<file path="config.mk">
export PLATFORM = sky130hd
export DESIGN_NAME = ple_cell
export DESIGN_NICKNAME = d
export VERILOG_FILES = /design/src/rtl/ple_pkg.sv /design/src/rtl/ple_cell.sv
export SDC_FILE = /design/constraint.sdc
export NUM_CORES = 1
export LEC_CHECK = 0
export ABC_CLOCK_PERIOD_IN_PS = 6650
export BUFFER_PORTS_ARGS = -buffer_cell sky130_fd_sc_hd__clkbuf_2
export CORE_UTILIZATION = 25
export DETAILED_ROUTE_END_ITERATION = 8
export MAX_ROUTING_LAYER = met4
export REMOVE_ABC_BUFFERS = 1
export SLEW_MARGIN = 20
export SYNTH_ARGS = -nofsm -noshare
export SYNTH_HDL_FRONTEND = slang
export SYNTH_SLANG_ARGS = --single-unit
</file>
<file path="constraint.sdc">
create_clock -name clk -period 6.65 [get_ports clk]
set_clock_uncertainty 0.1 [all_clocks]
set_input_delay 1.6625 -clock clk [delete_from_list [all_inputs] [get_ports clk]]
set_output_delay 1.6625 -clock clk [all_outputs]
set_load 0.01 [all_outputs]
</file>
<file path="src/rtl/ple_pkg.sv">
package ple_pkg;

    // Fixed widths of the request and response fields.
    localparam int unsigned OP_W     = 3;
    localparam int unsigned POS_W    = 5;
    localparam int unsigned DATA_W   = 32;
    localparam int unsigned STATUS_W = 2;
    localparam int unsigned LEN_W    = 5;

    // Default number of entries the list can hold.
    localparam int unsigned CAPACITY_DEF = 16;

    typedef enum logic [OP_W-1:0] {
        OP_APPEND = 3'd0,
        OP_INSERT = 3'd1,
        OP_POP    = 3'd2,
        OP_REMOVE = 3'd3,
        OP_PEEK   = 3'd4,
        OP_READ   = 3'd5,
        OP_CLEAR  = 3'd6
    } op_t;

    typedef enum logic [STATUS_W-1:0] {
        ST_OK    = 2'd0,
        ST_RANGE = 2'd1,
        ST_EMPTY = 2'd2,
        ST_FULL  = 2'd3
    } status_t;

    // What every cell of the row does in a given cycle.
    typedef enum logic [1:0] {
        CELL_HOLD   = 2'd0,
        CELL_INSERT = 2'd1,
        CELL_REMOVE = 2'd2
    } cell_act_t;

    // Command broadcast to the row of cells.
    typedef struct packed {
        cell_act_t           act;
        logic [DATA_W-1:0]   ins_value;
    } cell_cmd_t;

endpackage

</file>
<file path="src/rtl/ple_cell.sv">
module ple_cell
    import ple_pkg::*;
#(
    parameter int unsigned IDX_W = 4,
    parameter int unsigned INDEX = 0
)
(
    input  logic              clk,
    input  cell_cmd_t         cmd,
    input  logic [IDX_W-1:0]  idx,
    input  logic [DATA_W-1:0] left_data,
    input  logic [DATA_W-1:0] right_data,
    output logic [DATA_W-1:0] data
);

    localparam logic [IDX_W-1:0] MY_IDX = IDX_W'(INDEX);

    logic [DATA_W-1:0] data_reg;
    logic [DATA_W-1:0] data_next;

    // Insert opens a gap at idx by taking the left neighbor's entry; remove
    // closes the gap at idx by taking the right neighbor's entry.
    always_comb
    begin
        data_next = data_reg;
        unique case (cmd.act)
            CELL_INSERT:
            begin
                if (MY_IDX == idx)
                begin
                    data_next = cmd.ins_value;
                end
                else if (MY_IDX > idx)
                begin
                    data_next = left_data;
                end
            end
            CELL_REMOVE:
            begin
                if (MY_IDX >= idx)
                begin
                    data_next = right_data;
                end
            end
            CELL_HOLD:
            begin
                data_next = data_reg;
            end
            default:
            begin
                data_next = data_reg;
            end
        endcase
    end

    always_ff @(posedge clk)
    begin
        data_reg <= data_next;
    end

    assign data = data_reg;

endmodule

</file>
==> results.md, run 1 <==
Worst setup path:
- The category of the worst setup path capture point is a register.
- The top cell family by delay on the critical path is compound AO/OA/AOI/OAI gates.
- Traced cell by cell, the critical path runs through clkbuf_2 -> nand2b_2 -> buf_4 -> a21boi_4.
- The buffers plus inverters on the worst setup path is 2.
- The category of the critical setup timing path is primary input to register.
- The worst-path maximum fanout is 65.
- The kind of start point of the critical path is a primary input.
- In this design, the stage delay of the slowest critical-path cell is about 0.90 ns.
- The data arrival time at the worst-slack endpoint is around 3.1 ns.
- At the worst endpoint, the required time is 6.45 ns.
- On the critical path, the stage with the largest delay is an instance of sky130_fd_sc_hd__a21boi_4.

Logic synthesis:
- The count of yosys warnings during synthesis is 0.
- The count of cell types in the netlist is 10.
- The cell count after synthesis is between 100 and 150.
- The synthesized area is 1660 um2.
- Sequential cells were found to cover 57.8% of the synthesized design area.
- The synthesized design contains 32 register bits.
- Dividing the synthesized area by the synthesized cell count gives 11.7 um2.

Timing:
- The total setup violations reported at the end of the flow is 0.
- Setup repair after global routing left no endpoint under its margin.
- The pin slew with the least headroom to its limit is between 1 and 1.5 ns.
- The post-route worst setup slack is between 3 and 4 ns.
- The count of final hold-check violations is 0.
- The worst path in the final design needs a cycle of 3.34 ns, including I/O delays and setup.
- Of the available clock period, the critical path in the final layout requires 50.3%.
- The highest attainable clock frequency is around 0.3 GHz.
- Measured against its own limit, the worst slew margin works out to 29.4%.
- Summed over all failing endpoints, the final setup total negative slack is 0 ns.
- The number of slew-limit violations in the final report came to 0.

Power:
- In this run the power density over the cells is 189 nW/um2.
- The relative contribution of combinational cells to total power is 14.4%.
- Sequential cells account for between 40% and 50% of the total power.
- The switching power summed over all nets is 99.1 uW.
- The net switching share of the total power is 20.9%.
- VDD sags by at most between 0.07 and 0.08 mV.
- The internal portion of the total power is 375 uW.
- The analysis attributes to cell leakage a power of between 0.001 and 0.0015 uW.
- Per report_power, the clock group accounts for 37.2% of the total.

GRT:
- For this run the aggregate overflow at the end of global routing stands at 0.
- The initial antenna violation count is 0.
- The global-route wire length before repair is 6.33 mm.
- Global routing used between 10% and 20% of the available tracks.
- Entering global routing, the biggest net connects 66 pins.
- The number of global-route vias before repair is ~1400.

Die:
- The area of the placeable core is 6390 um2.
- The die span in y is 83.6 um.
- Row generation in the floorplan step produced 29 rows.
- In this run the count of I/O pins placed on the die edge is roughly 140.
- The full die area is around 7000 um2.
- The initial utilization of the core area, before any placement, comes to 26.0%.
- The die width is 83.6 um.

Cells and area:
- The share of the core filled with cells is about 39%.
- The library cell used most frequently in the layout, excluding fill and tap cells, is sky130_fd_sc_hd__clkbuf_2.
- The net count of the finished layout is 378.
- The post-route netlist has between 50 and 60% of its cells at a drive strength greater than 1.
- From synthesis to final layout, the design area changed by 50.6%.
- The count of cells in the finished layout, fillers not included, comes to between 300 and 400.
- The number of flip-flops under the largest register name is 32.
- The total inserted antenna cells is 0.
- The fill cell instance count of the final layout is 675.
- The library cells used most frequently in the layout, excluding fill and tap cells, are sky130_fd_sc_hd__clkbuf_2, sky130_fd_sc_hd__mux2i_1, sky130_fd_sc_hd__nor2_1, sky130_fd_sc_hd__a21oi_1, sky130_fd_sc_hd__edfxtp_1.

Place:
- At the end of routability-driven placement, the weighted congestion stood at ~0.7.
- The half-perimeter wire length after detailed placement is around 3 mm.
- The number of port buffers is around 130.
- The number of placed cells counting well taps is 345.
- The pre-CTS setup slack is between 2 and 3 ns.

Clocking:
- The number of H-tree branching levels is 2.
- TritonCTS built the clock tree.
- The number of buffers inserted by hold repair at cts is 0.
- The count of instances resized after the clock tree is built is 0.
- Post-CTS timing repair inserted 0 buffers for setup.
- The root buffer cell is sky130_fd_sc_hd__clkbuf_8.
- The largest buffer count on any clock path is 2.
- Clock-pin slew was measured on the worst setup and hold paths at 0.06 ns.
- The number of buffers added by the clock tree synthesis step is 5.
- The TritonCTS sink count is 32.

Drt:
- The average wire per standard cell is approximately 11 um.
- The count of nets left with antenna violations after detail routing is 0.
- The first detailed-routing pass took 4 iterations.
- Summing over every cut layer, the via total after detailed routing is roughly 1500.
- The wire length after detailed routing is approximately 3.9 mm.
- In this run, the number of DRC markers left after iteration 0 of detailed routing was 32.
- Dividing the detail-routed via count by the number of cells gives 4.27.
- The number of remaining DRC errors is 0.

Status:
- The run finished with clean final reports.

Worst hold path:
- The worst hold path belongs to the class primary input to register.

Job:
- The tool flagged a number of max-cap violations equal to 0.
[cells in the mapped netlist]
cell	count	share of area [%]
sky130_fd_sc_hd__a21oi_1	32	9.6
sky130_fd_sc_hd__edfxtp_1	32	58
sky130_fd_sc_hd__mux2i_1	32	19
sky130_fd_sc_hd__nor2_1	32	7.2
sky130_fd_sc_hd__clkbuf_1	6	1.4
sky130_fd_sc_hd__buf_6	3	2.0
sky130_fd_sc_hd__nand2b_1	2	0.75
sky130_fd_sc_hd__a21boi_0	1	0.45
sky130_fd_sc_hd__buf_1	1	0.23
sky130_fd_sc_hd__nor4_4	1	1.3
[per-layer routing]
layer / track usage (%) / vias up / part of all wire, %
li1: - / 787 / -
met1: 13.0 / 637 / 41
met2: 19.7 / 80 / 49
met3: 4.06 / 5 / 9.5
met4: 3.24 / 0 / 1.1
met5: - / - / 0
[power by group through the flow]
stage	combinational, uW	clock [uW]	sequential, uW
after floorplan	28.0	0	236
after global placement	67.7	0	234
after detailed placement	69.1	0	234
after CTS	69.5	186	230
after global routing	76.9	193	230
final	68.3	177	230
[stage by stage]
stage	power [uW]	cell area (um2)	hold WS [ns]
floorplan	264	1600	1.80
global placement	302	2400	1.88
detailed placement	303	2400	1.89
CTS	485	2500	1.59
global route	500	2500	1.60
finish	475	2500	1.61
[logic make-up (layout without fill, tap and decap cells)]
| family | count (synthesis) | in the layout | share of synthesized area [%] |
|---|---|---|---|
| muxes | 32 | 32 | 19.3 |
| and+or+nand+nor | 35 | 35 | 9.26 |
| DFF | 32 | 32 | 57.8 |
| buffers and inverters | 10 | 144 | 3.61 |
| AOI/OAI and AO/OA | 33 | 33 | 10.1 |
[cell type report]
cell class / instances / area (um2) / area share (%)
Tap cell: 77 / 96.3 / 3.85
Multi-Input combinational cell: 100 / 656 / 26.2
Clock buffer: 5 / 68.8 / 2.75
Sequential cell: 32 / 961 / 38.4
Clock inverter: 3 / 37.5 / 1.50
Timing Repair Buffer: 136 / 686 / 27.4
[path summary, 6_finish.rpt]
path | start | endpoint | slack, ns | depth (start not counted)
min | right_data[31] | data[31] | 1.61 | 3
max | cmd[32] | data[24] | 3.31 | 4
(Power assumes the default switching activity.)
==> inputs of run 2 (changes only) <==
ABC_CLOCK_PERIOD_IN_PS = 2900   (was 6650)
clock period = 2.9 ns   (was 6.65 ns; I/O delays follow)
==> run 2 against run 1 <==
  * Sequential cell count unchanged
  * Non-clock buffer count grew 4
  * Via count grew 2.4%
  * Cell count up 0.85%
  * Combinational power is 130% higher
  * Count of clock-buffer cells in the layout rose by 1
  * Cell area hardly changed
==> results.md, run 2 (same netlist as run 1, synthesis figures left out) <==
Worst setup path:
- Traced cell by cell, the critical path runs through clkbuf_2 -> nor4_4 -> buf_4 -> a21boi_4 -> buf_4.
- The cell repeated most along the worst path is sky130_fd_sc_hd__buf_4.
- The kind of start point of the critical path is a primary input.
- The critical path data required time is 2.76 ns.
- The category of the critical setup timing path is primary input to register.
- STA classifies the critical path endpoint as a register.
- The stage delay of the slowest cell on the critical path is 0.32 ns.
- The number of buffers and inverters on the critical path is 3.
- The worst-path maximum fanout is 16.
- At the worst endpoint, the arrival time is 1.93 ns.
- In this design, the largest share of critical-path delay is due to buffers and inverters.
- The critical-path cell with the highest stage delay is sky130_fd_sc_hd__buf_4.

Clocking:
- The clock-pin slew on the worst setup and hold paths is 0.06 ns.
- The number of buffers inserted by hold repair at cts is 0.
- In this run the deepest clock path goes through 2 buffers.
- Clock tree synthesis inserted a total of 5 buffers.
- The count of instances resized after the clock tree is built is 0.
- The root buffer cell is sky130_fd_sc_hd__clkbuf_8.
- The clock tree from TritonCTS is done.
- The number of H-tree branching levels is 2.
- The post-CTS setup repair buffer count is 0.
- For this design, the sink count on the clock tree is 32.

GRT:
- The number of global-route vias before repair is 1508.
- The maximum number of pins on one net before global-route repair is 33.
- The global-route wire length before repair is 6.33 mm.
- The overflow left after global routing is 0.
- The initial antenna violation count is 0.
- The global routing usage summed across all routing layers is around an eighth.

Cells and area:
- Leaving out filler cells and counting taps, the final layout contains 356.
- The fill cell instance count of the final layout is 650.
- Cells fill 39.2% of the core in the end.
- The register with the most flip-flops in the layout has 32 of them.
- The number of nets in the final layout is about 380.
- Leaving out fill and tap cells, the most frequent cell in the layout is sky130_fd_sc_hd__clkbuf_2.
- The area of the multi-input gates is 656 um2.
- The total inserted antenna cells is 0.
- Compared with the post-synthesis result, the final layout area differs by 50.7%.
- In the final layout, the share of cells above drive strength 1 is 53.4%.
- The combined flip-flop and latch cell area is 961 um2.
- The library cells used most frequently in the layout, excluding fill and tap cells, are sky130_fd_sc_hd__clkbuf_2, sky130_fd_sc_hd__mux2i_1, sky130_fd_sc_hd__nor2_1, sky130_fd_sc_hd__a21oi_1, sky130_fd_sc_hd__edfxtp_1.

Place:
- During placement, the flow inserted port buffers numbering around 130.
- The number of placed cells counting well taps is 349.
- At the end of routability-driven placement, the weighted congestion stood at roughly 0.68.
- The half-perimeter wire length after detailed placement is 3.22 mm.

Timing:
- Static timing analysis puts the maximum clock frequency at 0.485 GHz.
- The final clock period utilization by the worst path is a little under three quarters.
- The number of slew-limit violations in the final report is 0.
- The pin slew with the least headroom to its limit is 0.294 ns.
- The worst hold slack across all endpoints is 0.669 ns.
- Setup repair after global routing left no endpoint under its margin.
- The total setup violations reported at the end of the flow is 0.
- The post-layout minimum cycle time is 2.06 ns.
- Headroom to the max-slew limit came out at 80.4%.
- The count of final hold-check violations is 0.

Drt:
- For this run, design rule violations remaining after detail routing come to 0.
- The first-pass detailed-route iteration total is 4.
- The count of nets left with antenna violations once routing finished came out at 0.
- The first routing iteration left 16 violations.
- Summing over every cut layer, the via total after detailed routing is 1545.
- The average vias per placed instance is ~4.3.
- The wire length after detailed routing is slightly below 4 mm.
- The average wire per standard cell is approximately 11 um.

Die:
- The area of the placeable core is 6390 um2.
- The number of ports placed on the die boundary is 135.
- The die width is 83.6 um.
- The full die area is 6980 um2.
- The die span in y is 83.6 um.
- The effective utilization at floorplan is 26.0%.
- The standard-cell row count is 29.

Status:
- The flow ran to the end, and the final reports show no timing, DRC or antenna violations.

Job:
- The number of maximum-capacitance constraint violations is 0.

Worst hold path:
- The min-delay analysis places its worst path in the category primary input to register.

Power:
- The design draws 993 uW.
- Power spread over the standard cell area amounts to 396 nW/um2.
- In this run the static leakage power is ~0.0011 uW.
- The maximum ir drop on the vdd rail is 0.131 mV.
run 2: cell count changes in the layout (fill, tap and decap cells not counted), sizes merged:
cell / change
clkbuf: +1
bufinv: -1
clkinv: -1
buf: +4
run 2: tightest hold or removal path, cell delays in order:
cell	delay (ns)
sky130_fd_sc_hd__clkbuf_2	0.07
sky130_fd_sc_hd__nor2_1	0.03
sky130_fd_sc_hd__a21oi_1	0.10
run 2: cell type report:
class	instances	area share (%)
Clock buffer	6	2.90
Clock inverter	1	0.200
Multi-Input combinational cell	100	26.2
Sequential cell	32	38.3
Tap cell	77	3.84
Timing Repair Buffer	140	28.6
run 2: through the flow:
stage               TNS [ns]  setup WS [ns]  area (um2)
CTS                        0          0.814        2510
global route               0          0.726        2510
detailed placement         0          0.518        2430
floorplan             -85.50          -2.48        1600
global placement           0          0.551        2430
finish                     0          0.839        2510
run 2: worst paths after layout:
check,start,end,slack (ns),cells after the start
max,idx[3],data[18],0.84,5
min,right_data[17],data[17],0.67,3
run 2: power breakdown:
group | total [uW] | switching [uW] | internal, uW
clock network | 307 | 145 | 163
logic | 159 | 70.8 | 88.4
registers | 526 | 2.11 | 524
total | 993 | 218 | 775
run 2: per-layer routing:
layer	track usage (%)	wire length, um
met5	-	0
met2	21.0	1930
met3	4.25	400
met4	4.62	63
met1	11.7	1530
